===== src/sv/itrt_pkg.sv =====
// shared constants, types and the digit glyph function for integer to radix text
// no dependencies
package itrt_pkg;

    localparam int VALUE_BITS_DEF = 32;
    localparam int RADIX_W        = 6;
    localparam int DIGIT_W        = 6;
    localparam int CHAR_W         = 7;

    localparam logic [RADIX_W-1:0] MIN_RADIX = 6'd2;
    localparam logic [RADIX_W-1:0] MAX_RADIX = 6'd36;
    localparam logic [RADIX_W-1:0] RADIX_DEC = 6'd10;

    localparam logic [CHAR_W-1:0] CHAR_ZERO   = 7'h30;
    localparam logic [CHAR_W-1:0] CHAR_LOWER  = 7'h61;
    localparam logic [CHAR_W-1:0] CHAR_MINUS  = 7'h2d;
    localparam logic [CHAR_W-1:0] CHAR_NONE   = 7'h00;
    localparam logic [DIGIT_W-1:0] DEC_DIGITS = 6'd10;

    typedef struct packed {
        logic load;
        logic next;
    } div_cmd_t;

    typedef struct packed {
        logic               done;
        logic               nonzero;
        logic [DIGIT_W-1:0] rem;
    } div_res_t;

    function automatic logic [CHAR_W-1:0] glyph(input logic [DIGIT_W-1:0] d);
        logic [CHAR_W-1:0] c;
        if (d < DEC_DIGITS)
        begin
            c = CHAR_ZERO + CHAR_W'(d);
        end
        else
        begin
            c = CHAR_LOWER + CHAR_W'(d - DEC_DIGITS);
        end
        return c;
    endfunction

endpackage


===== src/sv/itrt_divider.sv =====
// bit-serial restoring divider: one quotient bit per cycle, remainder below the radix
// depends on itrt_pkg
module itrt_divider
    import itrt_pkg::*;
#(
    parameter int VALUE_BITS = VALUE_BITS_DEF
)
(
    input  logic                  clk,
    input  logic                  rst_n,
    input  div_cmd_t              cmd,
    input  logic [VALUE_BITS-1:0] dividend,
    input  logic [RADIX_W-1:0]    divisor,
    output div_res_t              res
);

    localparam int CNT_W = $clog2(VALUE_BITS);

    logic [VALUE_BITS-1:0] q_reg, q_next;
    logic [DIGIT_W-1:0]    r_reg, r_next;
    logic [CNT_W-1:0]      cnt_reg;
    logic                  run_reg;
    logic                  done_reg;
    logic                  nz_reg, nz_next;
    logic [DIGIT_W:0]      trial;
    logic                  qbit;
    logic                  last_step;

    always_comb
    begin
        trial     = {r_reg, q_reg[VALUE_BITS-1]};
        qbit      = (trial >= {1'b0, divisor});
        r_next    = qbit ? DIGIT_W'(trial - {1'b0, divisor}) : trial[DIGIT_W-1:0];
        q_next    = {q_reg[VALUE_BITS-2:0], qbit};
        nz_next   = nz_reg | qbit;
        last_step = run_reg && (cnt_reg == CNT_W'(VALUE_BITS - 1));
    end

    always_ff @(posedge clk or negedge rst_n)
    begin
        if (!rst_n)
        begin
            run_reg  <= 1'b0;
            done_reg <= 1'b0;
            cnt_reg  <= '0;
            nz_reg   <= 1'b0;
            q_reg    <= '0;
            r_reg    <= '0;
        end
        else
        begin
            done_reg <= last_step;
            if (cmd.load || cmd.next)
            begin
                if (cmd.load)
                begin
                    q_reg <= dividend;
                end
                r_reg   <= '0;
                cnt_reg <= '0;
                nz_reg  <= 1'b0;
                run_reg <= 1'b1;
            end
            else if (run_reg)
            begin
                q_reg   <= q_next;
                r_reg   <= r_next;
                nz_reg  <= nz_next;
                cnt_reg <= cnt_reg + CNT_W'(1);
                if (last_step)
                begin
                    run_reg <= 1'b0;
                end
            end
        end
    end

    assign res.done    = done_reg;
    assign res.nonzero = nz_reg;
    assign res.rem     = r_reg;

endmodule


===== src/sv/integer_to_radix_text_top.sv =====
// integer to radix text: converts one value into ASCII digits, most significant first
// depends on itrt_pkg and itrt_divider
// A transaction is taken when start is high and busy is low; value, kind and radix are
// sampled then. Each digit comes from a bit-serial divider, and busy stays high until the
// last character is sent. A '-' leads the digits of a negative signed value (radix 10
// only). Characters then come out one per cycle on consecutive cycles, each marked by
// strobe for exactly one cycle; the receiver must take them as they come. A radix
// outside 2..36 gives one strobe with empty_res and last_char set the cycle after start,
// and busy never rises.
module integer_to_radix_text_top
    import itrt_pkg::*;
#(
    parameter int VALUE_BITS = VALUE_BITS_DEF
)
(
    input  logic                  clk,
    input  logic                  rst_n,
    input  logic                  start,
    output logic                  busy,
    input  logic                  kind,
    input  logic [VALUE_BITS-1:0] value,
    input  logic [RADIX_W-1:0]    radix,
    output logic                  strobe,
    output logic [CHAR_W-1:0]     character,
    output logic                  last_char,
    output logic                  empty_res
);

    localparam int IDX_W = $clog2(VALUE_BITS);

    typedef enum logic [2:0] {
        ST_IDLE,
        ST_DIV,
        ST_LOAD,
        ST_SIGN,
        ST_EMIT
    } state_t;

    state_t                state_reg;
    logic [RADIX_W-1:0]    radix_reg;
    logic                  minus_reg;
    logic [IDX_W-1:0]      cnt_reg;
    logic [IDX_W-1:0]      idx_reg;
    logic                  strobe_reg;
    logic [CHAR_W-1:0]     character_reg;
    logic                  last_reg;
    logic                  empty_reg;

    logic [DIGIT_W-1:0]    store [VALUE_BITS];
    logic [DIGIT_W-1:0]    rd_reg;
    logic [IDX_W-1:0]      rd_addr;

    logic                  accept;
    logic                  radix_ok;
    logic                  negative;
    logic [VALUE_BITS-1:0] magnitude;
    div_cmd_t              div_cmd;
    div_res_t              div_res;

    always_comb
    begin
        accept    = start && (state_reg == ST_IDLE);
        radix_ok  = (radix >= MIN_RADIX) && (radix <= MAX_RADIX);
        negative  = kind && value[VALUE_BITS-1];
        magnitude = negative ? (~value + VALUE_BITS'(1)) : value;
        div_cmd.load = accept && radix_ok;
        div_cmd.next = (state_reg == ST_DIV) && div_res.done && div_res.nonzero;
        rd_addr = (state_reg == ST_EMIT) ? (idx_reg - IDX_W'(1)) : idx_reg;
    end

    itrt_divider #(
        .VALUE_BITS (VALUE_BITS)
    ) u_div (
        .clk      (clk),
        .rst_n    (rst_n),
        .cmd      (div_cmd),
        .dividend (magnitude),
        .divisor  (radix_reg),
        .res      (div_res)
    );

    // digit store, least significant digit first
    always_ff @(posedge clk)
    begin
        if ((state_reg == ST_DIV) && div_res.done)
        begin
            store[cnt_reg] <= div_res.rem;
        end
        rd_reg <= store[rd_addr];
    end

    always_ff @(posedge clk or negedge rst_n)
    begin
        if (!rst_n)
        begin
            state_reg     <= ST_IDLE;
            radix_reg     <= '0;
            minus_reg     <= 1'b0;
            cnt_reg       <= '0;
            idx_reg       <= '0;
            strobe_reg    <= 1'b0;
            character_reg <= CHAR_NONE;
            last_reg      <= 1'b0;
            empty_reg     <= 1'b0;
        end
        else
        begin
            strobe_reg <= 1'b0;
            unique case (state_reg)
                ST_IDLE:
                begin
                    if (accept)
                    begin
                        if (radix_ok)
                        begin
                            radix_reg <= radix;
                            minus_reg <= negative && (radix == RADIX_DEC);
                            cnt_reg   <= '0;
                            state_reg <= ST_DIV;
                        end
                        else
                        begin
                            strobe_reg    <= 1'b1;
                            character_reg <= CHAR_NONE;
                            last_reg      <= 1'b1;
                            empty_reg     <= 1'b1;
                        end
                    end
                end
                ST_DIV:
                begin
                    if (div_res.done)
                    begin
                        cnt_reg <= cnt_reg + IDX_W'(1);
                        if (!div_res.nonzero)
                        begin
                            idx_reg   <= cnt_reg;
                            state_reg <= ST_LOAD;
                        end
                    end
                end
                ST_LOAD:
                begin
                    state_reg <= minus_reg ? ST_SIGN : ST_EMIT;
                end
                ST_SIGN:
                begin
                    strobe_reg    <= 1'b1;
                    character_reg <= CHAR_MINUS;
                    last_reg      <= 1'b0;
                    empty_reg     <= 1'b0;
                    state_reg     <= ST_EMIT;
                end
                ST_EMIT:
                begin
                    strobe_reg    <= 1'b1;
                    character_reg <= glyph(rd_reg);
                    last_reg      <= (idx_reg == '0);
                    empty_reg     <= 1'b0;
                    idx_reg       <= idx_reg - IDX_W'(1);
                    if (idx_reg == '0)
                    begin
                        state_reg <= ST_IDLE;
                    end
                end
                default:
                begin
                    state_reg <= ST_IDLE;
                end
            endcase
        end
    end

    assign busy      = (state_reg != ST_IDLE);
    assign strobe    = strobe_reg;
    assign character = character_reg;
    assign last_char = last_reg;
    assign empty_res = empty_reg;

endmodule


===== config.mk =====
export PLATFORM = sky130hd
export DESIGN_NAME = integer_to_radix_text_top
export DESIGN_NICKNAME = d
export VERILOG_FILES = /design/src/sv/itrt_pkg.sv /design/src/sv/itrt_divider.sv /design/src/sv/integer_to_radix_text_top.sv
export SDC_FILE = /design/constraint.sdc
export NUM_CORES = 1
export LEC_CHECK = 0
export ABC_AREA = 0
export BUFFER_PORTS_ARGS = -buffer_cell sky130_fd_sc_hd__buf_2
export CORE_MARGIN = 3
export CORE_UTILIZATION = 40
export CTS_CLUSTER_DIAMETER = 150
export DETAILED_ROUTE_END_ITERATION = 10
export PLACE_DENSITY = 0.53
export SLEW_MARGIN = 25
export SYNTH_ARGS = -nofsm -noshare
export SYNTH_HDL_FRONTEND = slang
export SYNTH_HIERARCHICAL = 1
export SYNTH_SLANG_ARGS = --single-unit

===== constraint.sdc =====
create_clock -name clk -period 3.8 [get_ports clk]
set_clock_uncertainty 0.05 [all_clocks]
set_input_delay 0.76 -clock clk [delete_from_list [all_inputs] [get_ports clk]]
set_output_delay 0.76 -clock clk [all_outputs]
set_load 0.03 [all_outputs]

==> results.py, run 1 <==
metrics = {
    "setup_path": {
        "cp_slowest_stage_delay_ps": 600,
        "crit_slowest_cell": "nor3b_1",
        "r2r_slack_ps": 680,
        "crit_fanout": 13,
        "startpoint_type": "register",
        "crit_path_end_kind": "register",
        "cp_num_buf_inv": 1,
        "path_delay_family": "simple AND/OR/NAND/NOR gates",
        "path_class": "register to register",
        "cp_cell_sequence": "or3b_1 -> nor3b_1 -> nor4_1 -> buf_4 -> a32oi_1 -> o311a_1 -> o221ai_1",
        "required_ps": 4110,
        "worst_ep_arrival_time_ps": 3430,
    },
    "clock_tree": {
        "cts_tree": "done",
        "h-tree-depth": 1,
        "cts_sinks": 274,
        "cts_buffers": 31,
        "cts_setup_buffers": 0,
        "cts_hold_buf": 0,
        "ctsResizeCount": 0,
        "clk_path_buf_depth": 3,
        "cts_root_buffer": "clkbuf_16",
        "clkTransAtPathRegs_ps": 60,
        "clock_latency_ps": 550,
    },
    "detailed_routing": {
        "wirelength_um": 28900,
        "vias_per_cell": 5.36,
        "num_vias": 7927,
        "drtIter0Drc": 546,
        "drt-pass1-iter-count": 6,
        "drcViolationCount": 0,
        "wl_per_cell_um": 19.6,
        "ant_nets": 0,
    },
    "grt": {
        "overflow": 0,
        "grt_pass1_wl_um": 45200,
        "grt_pass1_vias": 7779,
        "grt_max_degree": 77,
        "grt_use_total_pct": 17.2,
        "antenna_found_initial": 0,
    },
    "timing": {
        "fin_setup_tns_ps": 0,
        "setup_viol": 0,
        "fin_ws_ps": 684,
        "fin_crit_sh_pct": 82.0,
        "fmax_mhz": 321,
        "hold_slack_ps": 184,
        "fin_crit_ps": 3120,
        "finalMaxSlewViolations": 0,
        "relSlewSlack_pct": 48.6,
        "rsz0062_at_grt": "false",
        "hold_viol": 0,
        "worst_slew_pin_slew_ps": 768,
    },
    "place": {
        "dp_hpwl_um": 18700,
        "place_ws_ps": 350,
        "gp_congestion": 0.795,
        "port_buffers": 52,
    },
    "floorplan": {
        "fp.dieW_um": 183,
        "die_h_um": 183,
        "dieArea_sq_um": 33400,
        "initial_core_util_pct": 40.7,
        "rows": 64,
        "core_area_sq_um": 30700,
        "ios": 53,
    },
    "synthesis": {
        "yosysWarnings": 6,
        "ys_seq_area_share_pct": 62.2,
        "ys_ff_latch": 274,
        "syn_inst": 996,
        "ys_types": 67,
        "synth_commonest_cells": "192 x edfxtp_1, 111 x nand2_1, 108 x nor2_1",
        "avgSynthCellArea_sq_um": 12.6,
        "ys.flop_type": "edfxtp_1",
        "async_flop_share_pct": 27.7,
        "synth_most_common_cell": "edfxtp_1",
        "synth.cell_area_sq_um": 12500,
        "synth_edf_count": 192,
        "synth_fp_nets": 1059,
        "synth_area_leaders": "edfxtp_1 46%, dfrtp_1 15%, mux2i_1 4.1%",
        "synth_top_area_cell": "edfxtp_1",
        "synth_top_area_share_pct": 46.1,
    },
    "power_and_ir_drop": {
        "power_mw": 10.1,
        "power.density_nw_per_um2": 711,
        "peakVddDrop_uv": 395,
        "p_leak_nw": 5.52,
    },
    "finish": {
        "final.fill_count": 2842,
        "syn_to_final_growth_pct": 14.0,
        "diodes": 0,
        "fin_nets": 1122,
        "utilization_pct": 46.4,
        "largest_reg_flops": 192,
        "drive_above_1_share_pct": 15.2,
    },
    "status": {
        "status": "completed",
    },
    "worst_hold_path": {
        "hold_class": "input port to asynchronous set/reset pin",
    },
    "flow_run": {
        "drv_cap": 0,
    },
}
## final timing paths
| kind | start | end | depth (start not counted) |
|---|---|---|---|
| setup / recovery | state_reg[1]$_DFFE_PN0P_ | rd_reg[5]$_DFF_P_ | 7 |
| hold / removal | rst_n | character[2]$_DFFE_PN0P_ | 1 |
| setup reg to reg | state_reg[1]$_DFFE_PN0P_ | rd_reg[5]$_DFF_P_ | 7 |
| hold reg to reg | character[5]$_DFFE_PN0P_ | character[5]$_DFFE_PN0P_ | 1 |
| max in group asynchronous | rst_n | u_div/q_reg[25]$_DFFE_PN0P_ | 1 |
| min in group clk | radix[5] | radix_reg[5]$_DFFE_PN0P_ | 2 |
## cell families after synthesis
group / count (synthesis) / synth area share [%]
flops: 274 / 62.2
simple gates: 309 / 11.2
mux: 78 / 8.13
buf+inv: 80 / 2.63
xor+xnor: 45 / 3.15
fa+ha+maj: 21 / 2.16
compound gates: 189 / 10.5
## layout make-up
cell class | instances | area [sq um] | share of cell area, %
flip-flops and latches | 274 | 7790 | 54.6
multi-input cells | 642 | 4420 | 31.0
clock buffers | 38 | 802 | 5.62
repair buffers | 80 | 502 | 3.52
well taps | 396 | 495 | 3.47
clock inverters | 18 | 146 | 1.03
inverters | 30 | 113 | 0.789
## cells in the final DEF (no fill, tap or decap), types with 30 or more instances in the layout
cell type | netlist | final
nand2_1 | 111 | 111
edfxtp_1 | 192 | 192
inv_1 | 30 | 30
clkbuf_16 | 0 | 31
buf_2 | 11 | 51
a21oi_1 | 40 | 40
a31oi_1 | 32 | 32
dfrtp_1 | 76 | 76
nor2_1 | 108 | 107
mux2i_1 | 51 | 51
## through the flow
step,cell area [sq um],std cells
3_3_place_gp,13300,1422
6_report,14300,1478
5_1_grt,14300,1478
4_1_cts,14300,1478
2_1_floorplan,12500,996
3_5_place_dp,13300,1422
## layer usage
layer,GRT usage (%),share of wire [%],up-vias
li1,-,-,3823
met1,25.5,48,3951
met2,26.9,47,110
met3,2.12,3.0,43
met4,4.88,2.3,0
met5,0,0,-
## where the power goes
group | internal, mW | leakage [nW] | switching (mW)
registers | 3.86 | 2.65 | 0.304
clock network | 1.63 | 0.464 | 1.17
logic | 1.20 | 2.41 | 1.98
No activity file was read; power rests on OpenSTA's default activity.
==> run 2, diff against run 1 <==
Settings changed: ABC_AREA 0 to 1.
Clock period 3.8 ns to 3.1 ns, I/O delays scaled along.
==> run 2 against run 1 <==
  * Core utilization grew 0.17 points
  * Synthesized cell count grew 50%
  * Sequential share of layout area shrank 5.1 points
  * Combinational power shrank 95%
  * Via count grew 28%
  * Cell count grew 37%
  * Count of clock-buffer cells in the layout grew 4
  * Critical endpoint is now u_div/q_reg[11]$_DFFE_PN0P_
  * Largest power group is now clock
  * Highest routed layer unchanged
==> results.py, run 2 <==
metrics = {
    "floorplan": {
        "die_h_um": 192,
        "dieArea_sq_um": 36800,
        "initial_core_util_pct": 40.8,
        "rows": 67,
        "ios": 53,
        "core_area_sq_um": 33800,
        "fp.dieW_um": 192,
    },
    "timing": {
        "finalMaxSlewViolations": 0,
        "rsz0062_at_grt": "false",
        "relSlewSlack_pct": 47.7,
        "fmax_mhz": 399,
        "fin_setup_tns_ps": 0,
        "setup_viol": 0,
        "hold_viol": 0,
        "fin_ws_ps": 593,
        "fin_crit_sh_pct": 80.9,
        "hold_slack_ps": 55.1,
        "fin_crit_ps": 2510,
        "worst_slew_pin_slew_ps": 785,
    },
    "synthesis": {
        "avgSynthCellArea_sq_um": 9.21,
        "synth_commonest_cells": "356 x nand2_1, 239 x nand3_1, 192 x edfxtp_1",
        "ys.flop_type": "edfxtp_1",
        "synth-simple-area-share_pct": 25.8,
        "synth_xor_area_share_pct": 2.10,
        "ys_ff_latch": 274,
        "synth_most_common_cell": "nand2_1",
        "synth_top_family_by_area": "simple AND/OR/NAND/NOR gates",
        "synth_compound_gate_area_share_pct": 5.99,
        "ys_seq_area_share_pct": 56.4,
        "synth.cell_area_sq_um": 13800,
        "synth_fp_nets": 1561,
        "synth_top_area_share_pct": 41.8,
        "synth_top_area_cell": "edfxtp_1",
        "synthMuxAreaShare_pct": 0.0816,
        "ys_types": 47,
        "synthAdderAreaFrac_pct": 1.96,
        "yosysWarnings": 6,
        "synth_edf_count": 192,
        "synth_area_leaders": "edfxtp_1 42%, dfrtp_1 14%, nand2_1 9.7%",
        "syn_inst": 1498,
        "async_flop_share_pct": 27.7,
    },
    "detailed_routing": {
        "vias_per_cell": 5.03,
        "drt-pass1-iter-count": 7,
        "num_vias": 10200,
        "wl_per_cell_um": 17.0,
        "drcViolationCount": 0,
        "ant_nets": 0,
        "drtIter0Drc": 748,
        "wirelength_um": 34500,
    },
    "place": {
        "gp_congestion": 0.847,
        "dp_hpwl_um": 21600,
        "place_ws_ps": 273,
        "port_buffers": 52,
    },
    "setup_path": {
        "r2r_end": "u_div/q_reg[11]$_DFFE_PN0P_",
        "r2r_slack_ps": 590,
        "r2r-start": "state_reg[2]$_DFFE_PN0P_",
        "path_class": "register to register",
        "worstRegToRegCells": 7,
        "crit_path_end_kind": "register",
        "worst_ep_arrival_time_ps": 2840,
        "startpoint_type": "register",
        "crit_fanout": 34,
        "required_ps": 3430,
    },
    "clock_tree": {
        "clock_latency_ps": 520,
        "clk_path_buf_depth": 3,
        "cts_setup_buffers": 0,
        "cts_hold_buf": 0,
        "h-tree-depth": 2,
        "ctsResizeCount": 0,
        "cts_buffers": 34,
        "cts_tree": "done",
        "clkTransAtPathRegs_ps": 60,
        "cts_root_buffer": "clkbuf_16",
        "cts_sinks": 274,
    },
    "grt": {
        "grt_use_total_pct": 18.7,
        "grt_pass1_vias": 9819,
        "overflow": 0,
        "grt_max_degree": 78,
        "antenna_found_initial": 0,
        "grt_pass1_wl_um": 54100,
    },
    "finish": {
        "ff_latch_area_sq_um": 7790,
        "utilization_pct": 46.6,
        "final.fill_count": 3219,
        "drive_above_1_share_pct": 12.1,
        "multi_input_area_sq_um": 4970,
        "final_cell_mix": "356 x nand2_1, 239 x nand3_1, 192 x edfxtp_1, 174 x inv_1, 147 x nor2_1",
        "largest_reg_flops": 192,
        "diodes": 0,
        "final_common_cell": "nand2_1",
        "fin_nets": 1613,
        "syn_to_final_growth_pct": 14.0,
    },
    "power_and_ir_drop": {
        "power.density_nw_per_um2": 507,
        "p_leak_nw": 6.37,
        "power_mw": 7.98,
        "peakVddDrop_uv": 341,
    },
    "status": {
        "status": "completed",
    },
    "worst_hold_path": {
        "hold_class": "input port to asynchronous set/reset pin",
    },
    "flow_run": {
        "drv_cap": 0,
    },
}
run 2: through the flow:
stage | instance area (sq um) | instances
2_1_floorplan | 13800 | 1498
3_3_place_gp | 14600 | 1962
3_5_place_dp | 14600 | 1962
4_1_cts | 15700 | 2024
5_1_grt | 15700 | 2024
6_report | 15700 | 2024
run 2: logic make-up (layout without fill, tap and decap cells):
logic type	Yosys count	count (layout)
muxes	1	1
adders and majority gates	21	21
xor gates and xnor gates	33	33
and+or+nand+nor	808	808
DFF	274	274
buffers and inverters	251	329
AOI/OAI and AO/OA	110	110
run 2: final cells by class:
class                      instances  share of cell area (%)
sequential                       274                    49.5
clock inverter                    20                    1.23
clock buffer                      42                    5.93
tap                              448                    3.56
inverter                         181                    4.33
multi-input combinational        973                    31.6
timing repair buffer              86                    3.85
run 2: per-layer routing:
layer  GRT usage, %  wire length, um  up-vias  part of all wire [%]
li1               -                -     5078                     -
met1           25.9            15900     4833                    46
met2           31.3            16400      210                    48
met3           2.68             1420       52                   4.1
met4           4.60              649        0                   1.9
met5              0                0        -                     0
run 2: worst max path at each step:
stage,to,from,depth (start not counted),slack [ps]
after CTS,u_div/q_reg[11]$_DFFE_PN0P_,state_reg[2]$_DFFE_PN0P_,7,570
after detailed placement,u_div/q_reg[26]$_DFFE_PN0P_,value[0],14,270
final,u_div/q_reg[11]$_DFFE_PN0P_,state_reg[2]$_DFFE_PN0P_,7,590
after global routing,u_div/q_reg[8]$_DFFE_PN0P_,state_reg[2]$_DFFE_PN0P_,7,320
after global placement,u_div/q_reg[26]$_DFFE_PN0P_,value[0],14,320
after floorplan,u_div/q_reg[26]$_DFFE_PN0P_,value[0],13,810
run 2: critical path, cell delays in order, from the launching register on:
cell,delay (ps)
dfrtp_1,460
nor3_2,380
nand2_1,150
nor2_1,170
or2_1,310
clkinv_2,470
nor2_1,300
o31ai_2,90
run 2: power by group:
| group | total, mW | leakage [nW] | internal (mW) | switching [mW] |
|---|---|---|---|---|
| clock | 3.94 | 0.551 | 2.40 | 1.54 |
| sequential | 3.88 | 1.90 | 3.88 | 0 |
| combinational | 0.165 | 3.92 | 0.0578 | 0.107 |
==> run 3, diff against run 2 <==
Settings changed: ABC_AREA 1 to 0, PLACE_DENSITY 0.53 to 0.55.
Clock period 3.1 ns to 2.1 ns, I/O delays scaled along.
==> run 3 against run 2 <==
  * The flow now finishes with violations (setup timing)
  * Count of clock-buffer cells in the layout decreased by 11
  * Cell area increased by 4.9%
  * Cell count decreased by 19%
  * Worst hold slack improved by 59 ps
  * Sequential power increased by 94%
  * Power increased to 2.5 times the previous value
  * Sequential share of layout area decreased by 2.3 points
  * Setup slack got worse by 1000 ps
==> results.py, run 3 (synthesized netlist as in run 1, its figures left out) <==
metrics = {
    "place": {
        "place_ws_ps": -617,
        "placed_area_sq_um": 14900,
        "port_buffers": 52,
        "gp_congestion": 0.793,
        "dp_hpwl_um": 21300,
    },
    "timing": {
        "fin_crit_ps": 2530,
        "fin_crit_sh_pct": 121,
        "worst_slew_pin_slew_ps": 700,
        "fmax_mhz": 395,
        "relSlewSlack_pct": 53.0,
        "hold_viol": 0,
        "setup_viol": 49,
        "rsz0062_at_grt": "true",
        "fin_ws_ps": -431,
        "hold_slack_ps": 114,
        "finalMaxSlewViolations": 0,
    },
    "floorplan": {
        "ios": 53,
        "fp.dieW_um": 183,
        "dieArea_sq_um": 33400,
        "die_h_um": 183,
        "initial_core_util_pct": 40.7,
        "core_area_sq_um": 30700,
        "rows": 64,
    },
    "grt": {
        "grt_use_total_pct": 18.5,
        "grt_use_met3_pct": 1.82,
        "top_usage_layer": "met2",
        "grt_pass1_wl_um": 49200,
        "antenna_found_initial": 0,
        "globalRouteMet2Util_pct": 31.4,
        "grt_pass1_vias": 8682,
        "overflow": 0,
        "use_met1_pct": 25.8,
        "grt_max_degree": 35,
    },
    "setup_path": {
        "path_class": "register to register",
        "crit_slowest_cell": "dfrtp_1",
        "required_ps": 2490,
        "crit_path_end_kind": "register",
        "cp_cell_sequence": "inv_1 -> ha_2 -> and4bb_2 -> xor2_4 -> buf_12 -> mux4_2 -> a32oi_2 -> o311ai_2 -> a221o_1",
        "startpoint_type": "register",
        "cp_slowest_stage_delay_ps": 370,
        "path_delay_family": "compound AO/OA/AOI/OAI gates",
        "cp_num_buf_inv": 2,
        "crit_fanout": 16,
        "worst_ep_arrival_time_ps": 2920,
    },
    "finish": {
        "drive_above_1_share_pct": 34.3,
        "multi_input_area_sq_um": 4930,
        "final_cell_mix": "192 x edfxtp_1, 132 x buf_4, 89 x nand2_1, 73 x nor2_1, 71 x dfrtp_1",
        "final_common_cell": "edfxtp_1",
        "syn_to_final_growth_pct": 31.8,
        "fin_nets": 1279,
        "final.fill_count": 2652,
        "diodes": 0,
        "largest_reg_flops": 192,
        "ff_latch_area_sq_um": 7800,
        "design_area_sq_um": 16500,
    },
    "detailed_routing": {
        "drt-pass1-iter-count": 5,
        "drcViolationCount": 0,
        "wirelength_um": 31100,
        "drtIter0Drc": 489,
        "wl_per_cell_um": 19.0,
        "vias_per_cell": 5.27,
        "num_vias": 8621,
        "ant_nets": 0,
    },
    "clock_tree": {
        "cts_tree": "done",
        "cts_root_buffer": "clkbuf_16",
        "clkTransAtPathRegs_ps": 60,
        "h-tree-depth": 1,
        "clock_latency_ps": 550,
        "cts_sinks": 274,
        "clk_path_buf_depth": 3,
        "cts_buffers": 30,
    },
    "worst_hold_path": {
        "hold_class": "input port to register",
    },
    "power_and_ir_drop": {
        "peakVddDrop_uv": 716,
        "p_leak_nw": 6.56,
        "power.density_nw_per_um2": 1220,
    },
    "status": {
        "violations": "setup timing",
        "status": "finished, violations left",
    },
    "flow_run": {
        "drv_cap": 0,
    },
}
run 3: changes by cell type in the layout (fill, tap and decap cells not counted), moves of 20 or more:
cell      previous run  this run
nor2b_1              0        20
a21oi_1             14        38
nor2_1             147        73
nand3_1            239         8
buf_4               28       132
mux2i_1              0        51
nand3b_1            26         1
nand2_1            356        89
buf_6                0        33
o31ai_2             28         2
inv_1              174        27
a31oi_1              1        32
run 3: metrics by stage:
step | std cells | total power, mW | setup TNS (ps) | util [%]
floorplan | 996 | 11.9 | -7750 | -
global placement | 1562 | 14.3 | -15700 | 48.5
detailed placement | 1562 | 14.4 | -16120 | 48.5
CTS | 1628 | 20.2 | -7490 | 52.9
global route | 1636 | 21.3 | -20980 | 53.7
finish | 1636 | 20.2 | -6110 | 53.7
run 3: where the power goes:
part / internal [mW] / leakage (nW) / total, mW / switching (mW)
logic: 3.05 / 3.41 / 7.05 / 4.01
registers: 7.00 / 2.64 / 7.51 / 0.514
clock network: 3.38 / 0.507 / 5.60 / 2.22
total: 13.4 / 6.56 / 20.2 / 6.74
run 3: path summary, 6_finish.rpt:
path                                           from                         end  slack (ps)  cells after the start
setup / recovery             idx_reg[0]$_DFFE_PN0P_           rd_reg[4]$_DFF_P_        -430                      9
hold / removal                             radix[5]    radix_reg[5]$_DFFE_PN0P_         110                      2
setup reg to reg             idx_reg[0]$_DFFE_PN0P_           rd_reg[4]$_DFF_P_        -430                      9
hold reg to reg            character[5]$_DFFE_PN0P_    character[5]$_DFFE_PN0P_         430                      1
max in group asynchronous                     rst_n  u_div/r_reg[0]$_DFFE_PN0P_        1080                      3
min in group asynchronous                     rst_n  u_div/q_reg[8]$_DFFE_PN0P_         340                      2
run 3: area by class of cell:
cell class / count / share of cell area [%]
clock buffers: 31 / 4.57
clock inverters: 25 / 1.90
inverters: 30 / 0.728
multi-input cells: 642 / 29.9
flip-flops and latches: 274 / 47.2
well taps: 396 / 3.00
repair buffers: 238 / 12.7
run 3: metal layers:
layer	vias to the layer above	routed length, um
li1	4157	-
met1	4283	14200
met2	137	15300
met3	44	906
met4	0	743
met5	-	0
run 3: repair_timing:
item	4_1_cts	5_1_grt
hold buffers	1	0
gates resized for setup	30	35
setup buffers	6	6
pin swaps	38	22
endpoints found under the setup margin	53	223
gates cloned	3	2
hold endpoints to repair	30	0
run 3: worst reg2reg max path, delay by kind of cell, from the launching register on:
family / cells / cell delay [ps]
fa+ha+maj: 1 / 200
flops: 1 / 370
mux: 1 / 330
simple gates: 1 / 300
buf+inv: 2 / 280
xor+xnor: 1 / 180
compound gates: 3 / 720
